$ cat src/hdl/lsd_divider.sv
// Restoring divider, one quotient bit per cycle; quotient known to fit QB bits.
module lsd_divider #(
    parameter int NW = 40,
    parameter int QB = 8
) (
    input  logic          clk,
    input  logic          rst_n,
    input  logic          start,
    input  logic [NW-1:0] num,
    input  logic [NW-1:0] den,
    output logic          done,
    output logic [QB-1:0] quo
);

    localparam int TW = NW + QB;

    logic [NW-1:0]          rem_reg;
    logic [NW-1:0]          den_reg;
    logic [QB-1:0]          quo_reg;
    logic [$clog2(QB)-1:0]  step_reg;
    logic                   busy_reg;
    logic                   done_reg;
    logic [TW-1:0]          trial;
    logic                   fits;

    assign trial = TW'(den_reg) << step_reg;
    assign fits  = TW'(rem_reg) >= trial;

    always_ff @(posedge clk or negedge rst_n)
    begin
        if (!rst_n)
        begin
            busy_reg <= 1'b0;
            done_reg <= 1'b0;
            step_reg <= '0;
        end
        else
        begin
            done_reg <= 1'b0;
            if (start)
            begin
                busy_reg <= 1'b1;
                step_reg <= ($clog2(QB))'(QB - 1);
            end
            else if (busy_reg)
            begin
                if (step_reg == '0)
                begin
                    busy_reg <= 1'b0;
                    done_reg <= 1'b1;
                end
                else
                begin
                    step_reg <= step_reg - 1'b1;
                end
            end
        end
    end

    always_ff @(posedge clk)
    begin
        if (start)
        begin
            rem_reg <= num;
            den_reg <= den;
            quo_reg <= '0;
        end
        else if (busy_reg)
        begin
            quo_reg[step_reg] <= fits;
            if (fits)
            begin
                rem_reg <= NW'(TW'(rem_reg) - trial);
            end
        end
    end

    assign done = done_reg;
    assign quo  = quo_reg;

endmodule

$ cat config.mk
export PLATFORM = sky130hd
export DESIGN_NAME = lsd_divider
export DESIGN_NICKNAME = d
export VERILOG_FILES = /design/src/hdl/lsd_divider.sv
export SDC_FILE = /design/constraint.sdc
export NUM_CORES = 1
export LEC_CHECK = 0
export BUFFER_PORTS_ARGS = -buffer_cell sky130_fd_sc_hd__clkbuf_2
export CORE_ASPECT_RATIO = 0.8
export CORE_UTILIZATION = 25
export DETAILED_ROUTE_END_ITERATION = 7
export PLACE_DENSITY = 0.45
export SLEW_MARGIN = 20
export SYNTH_ARGS = -nofsm -noshare
export SYNTH_HDL_FRONTEND = slang
export SYNTH_SLANG_ARGS = --single-unit
$ cat constraint.sdc
create_clock -name clk -period 4.9 [get_ports clk]
set_input_delay 0.245 -clock clk [delete_from_list [all_inputs] [get_ports clk]]
set_output_delay 0.245 -clock clk [all_outputs]
set_load 0.1 [all_outputs]
==> flow_summary.yaml <==
setup_path:
  cp-start-kind: "flip-flop"
  required_ns: 4.97
  path_class: "flip-flop to flip-flop"
  end_kind: "flip-flop"
  path_cells: "buf_4 -> mux4_2 -> mux2i_1 -> ha_1 -> nand2_1 -> nor4_1 -> inv_1 -> a31oi_1 -> nor4_2 -> a21oi_2 -> o221ai_4 -> o21ai_4 -> buf_12"
  slowest_stage: "dfrtp_2"
  cp_slowest_stage_delay_ns: 0.65
  cp.arrival_ns: 4.51
  critPathMaxFanout: 22
floorplan:
  start_util_pct: 25.7
  pin_count: 92
  dieArea_sq_um: 29100
  coreArea_sq_um: 27600
  dieHeight_um: 153
  fp.dieW_um: 190
  fp-row-count: 54
sta:
  max-slew-margin-rel_pct: 51.2
  tightest_slew_ns: 0.729
  finalSetupViolations: 0
  fin_setup_tns_ns: 0
  period_minus_slack_ns: 4.44
  slew_viol_final: 0
  post-route-period-util_pct: 90.7
  fin_skew_ns: 0.0131
  fmax_mhz: 225
  rsz0062_at_grt: "false"
  hold_viol: 0
detailed_routing:
  drt-pass1-iter-count: 4
  vias: 5609
  viasPerCell: 4.87
  ant_nets: 0
  drcViolationCount: 0
  wl_per_cell_um: 17.9
  drt_wl_total_mm: 20.6
  drtIter0Drc: 472
finish:
  final_nets: 908
  fill_cells: 2935
  layout.cells.most_common: "clkbuf_2"
  mostFrequentLayoutCells: "clkbuf_2, nand2_1, edfxtp_1, a21oi_1, o21ai_0"
  antenna-diode-count: 0
  drive_above_1_share_pct: 22.9
  syn_to_final_growth_pct: 16.9
  fin_util_pct: 30.1
synth:
  ys_ff_latch: 93
  syn_nets: 829
  syn-cell-area_sq_um: 7100
  yosysTopAreaCell: "edfxtp_1"
  yosysWarnings: 0
  yosysUniqueCellTypes: 70
  avgSynthCellArea_sq_um: 10.1
  ys_async_sr_fraction_pct: 5.38
  synth_cells: 703
  seq_area_frac_synth_pct: 37.9
  synth_top_cell_area_share_pct: 33.9
  synthTopCellsByArea: "edfxtp_1, mux4_2, ha_1"
  ys.flop_type: "edfxtp_1"
  synth-edff-count: 80
clock_tree:
  cts_root_buf: "clkbuf_16"
  ctsResizeCount: 0
  clock_sinks: 93
  cts_tree: "done"
  clkTransAtPathRegs_ns: 0.08
  htree_levels: 3
  clock_path_buffers: 2
  cts_buffers: 9
  clock_latency_ns: 0.37
job:
  drv_cap: 0
placed_design:
  routabilityCongestion: 0.812
  io_buffers: 91
  hpwl_mm: 16.3
power_and_ir_drop:
  power.density_nw_per_um2: 433
  p_leak_nw: 3.20
  ir_drop_mv: 0.191
grt:
  first_global_vias: 5580
  grt_max_degree: 66
  antenna_found_initial: 0
  grt_overflow: 0
  grt_pass1_wl_mm: 32.2
  grt.total_usage_pct: 14.6
worst_hold_path:
  min_path_type: "primary input to flip-flop"
status:
  status: "completed"
## layout make-up
type | instances | area (sq um) | share of cell area [%]
Tap cell | 364 | 455 | 5.49
Timing Repair Buffer | 109 | 608 | 7.33
Clock inverter | 7 | 80.1 | 0.966
Sequential cell | 93 | 2690 | 32.4
Multi-Input combinational cell | 544 | 4140 | 49.9
Clock buffer | 9 | 225 | 2.72
Inverter | 25 | 93.8 | 1.13
## stage by stage
| step | setup slack [ns] | power [W] | instance area [sq um] | hold slack (ns) | instances |
|---|---|---|---|---|---|
| global route | 0.139 | 0.00384 | 8290 | 0.0287 | 1151 |
| global placement | 0.548 | 0.00286 | 7980 | 0.0910 | 1134 |
| floorplan | 0.393 | 0.00241 | 7100 | -0.0506 | 703 |
| detailed placement | 0.493 | 0.00284 | 7980 | 0.0922 | 1134 |
| finish | 0.456 | 0.00359 | 8290 | 0.0458 | 1151 |
| CTS | 0.458 | 0.00361 | 8290 | 0.0299 | 1151 |
## logic make-up (layout without fill, tap and decap cells)
group,count (synthesis),in the layout,synth area share [%]
AOI/OAI and AO/OA,205,205,18.9
xor gates and xnor gates,32,32,3.95
adders and majority gates,43,43,7.69
buffers and inverters,66,150,3.93
DFF,93,93,37.9
muxes,70,70,14.7
and+or+nand+nor,194,194,12.9
## synth_stat cells (9+ instances only)
cell / number
a21o_1: 11
a21oi_1: 57
buf_2: 10
clkbuf_1: 22
edfxtp_1: 80
ha_1: 42
inv_1: 24
mux2i_1: 37
mux4_2: 27
nand2_1: 84
nand3_1: 21
nand4_1: 11
nor2_1: 30
nor2b_1: 11
nor3_1: 9
o211ai_1: 9
o21ai_0: 56
o31ai_1: 12
xnor2_1: 24
## worst max-delay path, delay by kind of cell, from the launching register on
| kind | cells | cell delay [ns] |
|---|---|---|
| fa+ha+maj | 1 | 0.29 |
| simple gates | 3 | 0.59 |
| compound gates | 4 | 1.24 |
| mux | 2 | 0.65 |
| buf+inv | 3 | 0.67 |
| flops | 1 | 0.65 |
## power by group
| part | internal [W] | switching (W) | total [W] |
|---|---|---|---|
| Combinational | 0.000728 | 0.00103 | 0.00176 |
| Sequential | 0.00101 | 0.0000750 | 0.00109 |
| Clock | 0.000365 | 0.000379 | 0.000743 |
## what timing repair did
item	in CTS	in global routing
endpoints found under the hold margin	5	0
hold buffers	1	0
buffers inserted	0	0
## final timing paths
path	from	endpoint	slack, ns	depth (start not counted)
max	step_reg[1]	rem_reg[22]	0.46	13
min	den[13]	den_reg[13]	0.05	1
max reg2reg	step_reg[1]	rem_reg[22]	0.46	13
min reg2reg	quo[3]	quo[3]	0.47	2
max in group asynchronous	rst_n	step_reg[1]	4.49	2
min in group asynchronous	rst_n	done	0.24	2
## layer usage
layer  track usage [%]  vias to the layer above  wire length, um
met1              22.9                     2669            11200
li1                  -                     2829                -
met3              2.97                        9              934
met5                 0                        -                0
met4              2.74                        0              139
met2              20.3                      102             8320
Power figures use the tool's default switching activity.
