File: config.mk
export PLATFORM = sky130hd
export DESIGN_NAME = lsd_window_acc
export DESIGN_NICKNAME = d
export VERILOG_FILES = /design/src/hdl/lsd_pkg.sv /design/src/hdl/lsd_window_acc.sv
export SDC_FILE = /design/constraint.sdc
export NUM_CORES = 1
export LEC_CHECK = 0
export BUFFER_PORTS_ARGS = -buffer_cell sky130_fd_sc_hd__buf_2
export CAP_MARGIN = 20
export CORE_MARGIN = 2
export CORE_UTILIZATION = 55
export CTS_CLUSTER_DIAMETER = 60
export DETAILED_ROUTE_END_ITERATION = 10
export HOLD_SLACK_MARGIN = 0.08
export PLACE_DENSITY_LB_ADDON = 0.1
export SYNTH_ARGS = -nofsm -noshare
export SYNTH_HDL_FRONTEND = slang
export SYNTH_SLANG_ARGS = --single-unit
File: constraint.sdc
create_clock -name clk -period 5.79 [get_ports clk]
set_clock_uncertainty 0.1 [all_clocks]
set_input_delay 1.158 -clock clk [delete_from_list [all_inputs] [get_ports clk]]
set_output_delay 1.158 -clock clk [all_outputs]
set_load 0.05 [all_outputs]
File: src/hdl/lsd_pkg.sv
package lsd_pkg;

    // register map
    localparam logic [1:0] CFG_FRAME_WIDTH  = 2'd0;
    localparam logic [1:0] CFG_FRAME_HEIGHT = 2'd1;
    localparam logic [1:0] CFG_NOISE_SIGMA  = 2'd2;

    localparam int CFG_INDEX_W = 2;
    localparam int CFG_DATA_W  = 16;
    localparam int DIM_W       = 11;
    localparam int SIGMA_W     = 16;
    localparam int OUT_PIX_W   = 8;
    localparam int IN_PIX_W    = 8;
    localparam int CHANNELS    = 3;

    localparam int DEF_MAX_WIDTH  = 1024;
    localparam int DEF_MAX_HEIGHT = 1024;
    localparam int DEF_WINDOW     = 5;
    localparam int DEF_PIXEL_BITS = 8;

    localparam logic [DIM_W-1:0]   RST_FRAME_WIDTH  = 11'd1024;
    localparam logic [DIM_W-1:0]   RST_FRAME_HEIGHT = 11'd1024;
    localparam logic [SIGMA_W-1:0] RST_NOISE_SIGMA  = 16'd100;

    // request codes
    localparam logic REQ_PIXEL = 1'b0;
    localparam logic REQ_FLUSH = 1'b1;

    // accumulator control
    typedef struct packed {
        logic clear;
        logic add;
    } acc_ctrl_t;

endpackage

File: src/hdl/lsd_window_acc.sv
// Per-channel running sum and square sum of the window samples.
module lsd_window_acc #(
    parameter int PIXEL_BITS = 8,
    parameter int SUM_W      = 13,
    parameter int SQ_W       = 21
) (
    input  logic                                         clk,
    input  lsd_pkg::acc_ctrl_t                           ctrl,
    input  logic [lsd_pkg::CHANNELS-1:0][PIXEL_BITS-1:0] pix,
    output logic [lsd_pkg::CHANNELS-1:0][SUM_W-1:0]      sum,
    output logic [lsd_pkg::CHANNELS-1:0][SQ_W-1:0]       sq_sum
);

    logic [lsd_pkg::CHANNELS-1:0][SUM_W-1:0] sum_reg;
    logic [lsd_pkg::CHANNELS-1:0][SQ_W-1:0]  sq_reg;

    always_ff @(posedge clk)
    begin
        for (int i = 0; i < lsd_pkg::CHANNELS; i++)
        begin
            if (ctrl.clear)
            begin
                sum_reg[i] <= '0;
                sq_reg[i]  <= '0;
            end
            else if (ctrl.add)
            begin
                sum_reg[i] <= sum_reg[i] + SUM_W'(pix[i]);
                sq_reg[i]  <= sq_reg[i] + SQ_W'(pix[i]) * SQ_W'(pix[i]);
            end
        end
    end

    assign sum    = sum_reg;
    assign sq_sum = sq_reg;

endmodule

==> results.sh <==
export IMPL_io_pins=129
export IMPL_cap_violations=0
export IMPL_diodes=0
export IMPL_routed_wl_um=27100
export IMPL_min_from="sq_sum[62]$_SDFFE_PP0P_"
export IMPL_finish_net_count=1775
export IMPL_max_slew_margin_pct=40.4
export IMPL_ys_seq_elements=102
export IMPL_routed_via_density=5.45
export IMPL_numPortBuffers=128
export IMPL_p_per_area_nw_per_um2=463
export IMPL_rr_worst_depth=14
export IMPL_synth_top_area_share_pct=19.2
export IMPL_grt_util_all_layers_pct=25.1
export IMPL_vdd_drop_max_mv=0.203
export IMPL_cts_reportedPaths_clkPinSlew_ns=0.07
export IMPL_fin_ws_ns=0.414
export IMPL_cts_root_buf="clkbuf_16"
export IMPL_die_w_um=151
export IMPL_cts_sinks=102
export IMPL_leakage_nw=6.86
export IMPL_worst_r2r_setup_slack_ns=1.26
export IMPL_dieArea_um2=22800
export IMPL_slew_violations=0
export IMPL_status="finished, final reports clean"
export IMPL_cp_max_fo=9
export IMPL_min_path_type="flip-flop to flip-flop"
export IMPL_areaGrowthSynthToFinish_pct=10.4
export IMPL_yosys_area_top_type="fa_1"
export IMPL_final_min_clock_period_ns=5.38
export IMPL_globalplace_congestion=0.901
export IMPL_regToRegEndpoint="sq_sum[36]$_SDFFE_PP0P_"
export IMPL_path_cells="buf_2 > inv_1 > nor2_1 > ha_1 > xnor2_1 > fa_1 > fa_1 > inv_1 > fa_1 > inv_1 > ha_1 > o211ai_1 > a21oi_1 > o21ai_1 > a311oi_1 > nor3_1 > or3_1"
export IMPL_netlist_top_cells_area="fa_1, dfxtp_1, ha_1"
export IMPL_hold_end="sq_sum[62]$_SDFFE_PP0P_"
export IMPL_drive_gt1_share_pct=11.9
export IMPL_tightest_slew_ns=0.894
export IMPL_final_area_um2=13100
export IMPL_synthesis_nets=1668
export IMPL_antenna_found_initial=0
export IMPL_fin_cells=1761
export IMPL_synth_area_um2=11900
export IMPL_overflow=0
export IMPL_worstPathArrival_ns=5.51
export IMPL_cts_resized=0
export IMPL_required_ns=5.92
export IMPL_fin_crit_sh_pct=92.8
export IMPL_dr_total_vias=9605
export IMPL_synth_edf_count=0
export IMPL_yosysWarnings=0
export IMPL_cts_tree="done"
export IMPL_finalHoldViolCount=0
export IMPL_critical_path_endpoint_type="flip-flop"
export IMPL_numCtsBuffers=9
export IMPL_postPlaceCellArea_um2=12800
export IMPL_core_area_um2=21200
export IMPL_critPathLaunchType="input pin"
export IMPL_nFillCells=1903
export IMPL_die_h_um=151
export IMPL_syn_inst=1375
export IMPL_max_stage_delay_ns=0.55
export IMPL_clk_path_buf_depth=2
export IMPL_fin_setup_tns_ns=0
export IMPL_cp_slowest_cell="fa_1"
export IMPL_synthFlopType="dfxtp_1"
export IMPL_drt_iter0_drc=393
export IMPL_final_core_util_pct=62.1
export IMPL_synthArstFlopShare_pct=0
export IMPL_insertion_delay_ns=0.35
export IMPL_rows=53
export IMPL_max_freq_mhz=186
export IMPL_setup_violations=0
export IMPL_h_tree_depth=3
export IMPL_antenna_left=0
export IMPL_grt_pass1_vias=9452
export IMPL_path_class="input pin to flip-flop"
export IMPL_start_util_pct=56.3
export IMPL_pre_cts_ws_ns=0.0818
export IMPL_cts_hold_buf=0
export IMPL_holdPathStages=2
export IMPL_drcViolationCount=0
export IMPL_rsz0062_at_grt="false"
export IMPL_ys_types=68
export IMPL_post_cts_setup_buffers=0
export IMPL_largest_reg_flops=63
export IMPL_grt_max_degree=79
export IMPL_drt_wirelength_per_cell_um=15.4
export IMPL_hpwlAfterDp_um=21600
export IMPL_dp_cells=1746
export IMPL_synth_yosys_seq_area_share_pct=17.1
export IMPL_dr_pass1_iters=5
export IMPL_grt_pass1_wl_um=45700
export IMPL_r2r_start="sq_sum[25]$_SDFFE_PP0P_"
export IMPL_syn_avg_cell_area_um2=8.66
-- worst max-delay path by stage --
| stage | startpoint | endpoint | slack [ns] | cells after the start |
|---|---|---|---|---|
| floorplan | pix[5] | sq_sum[20]$_SDFFE_PP0P_ | 0.35 | 16 |
| global placement | pix[13] | sq_sum[36]$_SDFFE_PP0P_ | 0.20 | 16 |
| detailed placement | pix[13] | sq_sum[36]$_SDFFE_PP0P_ | 0.08 | 17 |
| CTS | pix[13] | sq_sum[36]$_SDFFE_PP0P_ | 0.46 | 16 |
| global route | pix[13] | sq_sum[36]$_SDFFE_PP0P_ | 0.06 | 17 |
| finish | pix[13] | sq_sum[36]$_SDFFE_PP0P_ | 0.41 | 17 |
-- power by group --
group	leakage [nW]	switching (W)	total [W]	internal [W]
Sequential	0.836	0.000128	0.000966	0.000838
Combinational	5.87	0.00270	0.00443	0.00173
Clock	0.155	0.000289	0.000691	0.000401
-- layer usage --
layer	up-vias	part of all wire [%]	track usage, %
met2	180	46	41.0
met1	4609	48	34.9
met4	0	2.2	7.24
li1	4782	-	-
met3	34	3.3	3.34
met5	-	0	0
-- critical path, delay by kind of cell --
family | cells | cell delay, ns
AOI/OAI and AO/OA | 4 | 0.91
buffers and inverters | 4 | 0.42
xor gates and xnor gates | 1 | 0.21
and+or+nand+nor | 3 | 0.62
adders and majority gates | 5 | 2.17
-- layout make-up --
cell class	instances	area, um^2	area share [%]
flip-flops and latches	102	2040	15.5
inverters	237	890	6.77
repair buffers	142	751	5.71
clock buffers	12	256	1.95
multi-input cells	990	8800	66.9
clock inverters	3	67.6	0.514
well taps	275	344	2.62
-- placed cells by master (no fill, tap or decap), drive strengths merged, types with 5 or more instances in the layout --
master,Yosys,layout
and3,11,11
o21ai,42,42
ha,152,152
o2111ai,8,8
o21a,16,16
o311ai,7,7
mux2i,49,49
a211oi,18,18
nor3,14,14
nand2b,17,17
a21oi,54,54
buf,12,142
nand3,17,17
or3,9,9
mux2,5,5
o22ai,10,10
and2,57,57
a21o,32,32
nor2,108,108
nor2b,21,21
nor3b,6,6
nand4b,5,5
dfxtp,102,102
xor2,26,26
clkbuf,34,12
nand4,6,6
inv,237,237
xnor2,39,39
o211ai,10,10
a31oi,19,19
nand2,69,69
fa,114,114
-- Yosys cell counts, types with 21 or more instances --
| library cell | count |
|---|---|
| a21o_1 | 31 |
| a21oi_1 | 53 |
| and2_1 | 57 |
| clkbuf_1 | 34 |
| dfxtp_1 | 102 |
| fa_1 | 114 |
| ha_1 | 152 |
| inv_1 | 237 |
| mux2i_1 | 49 |
| nand2_1 | 69 |
| nor2_1 | 108 |
| nor2b_1 | 21 |
| o21ai_0 | 40 |
| xnor2_1 | 39 |
| xor2_1 | 26 |
-- per-stage QoR --
| step | hold WS (ns) | total power (W) |
|---|---|---|
| after floorplan | 0.582 | 0.00446 |
| after detailed placement | 0.382 | 0.00540 |
| final | 0.398 | 0.00609 |
| after global routing | 0.418 | 0.00674 |
| after CTS | 0.400 | 0.00613 |
| after global placement | 0.379 | 0.00531 |
-- cell families (layout without fill, tap and decap cells) --
kind of cell	count (synthesis)	in the layout	share of synthesized area, %
AO/OA/AOI/OAI	244	244	13.9
XOR/XNOR	65	65	4.78
adder cells (fa/ha/maj)	266	266	35.1
buffers and inverters	283	394	8.99
flip-flops	102	102	17.1
multiplexers	54	54	4.59
AND/OR/NAND/NOR	361	361	15.5
No activity file was read; power rests on OpenSTA's default activity.
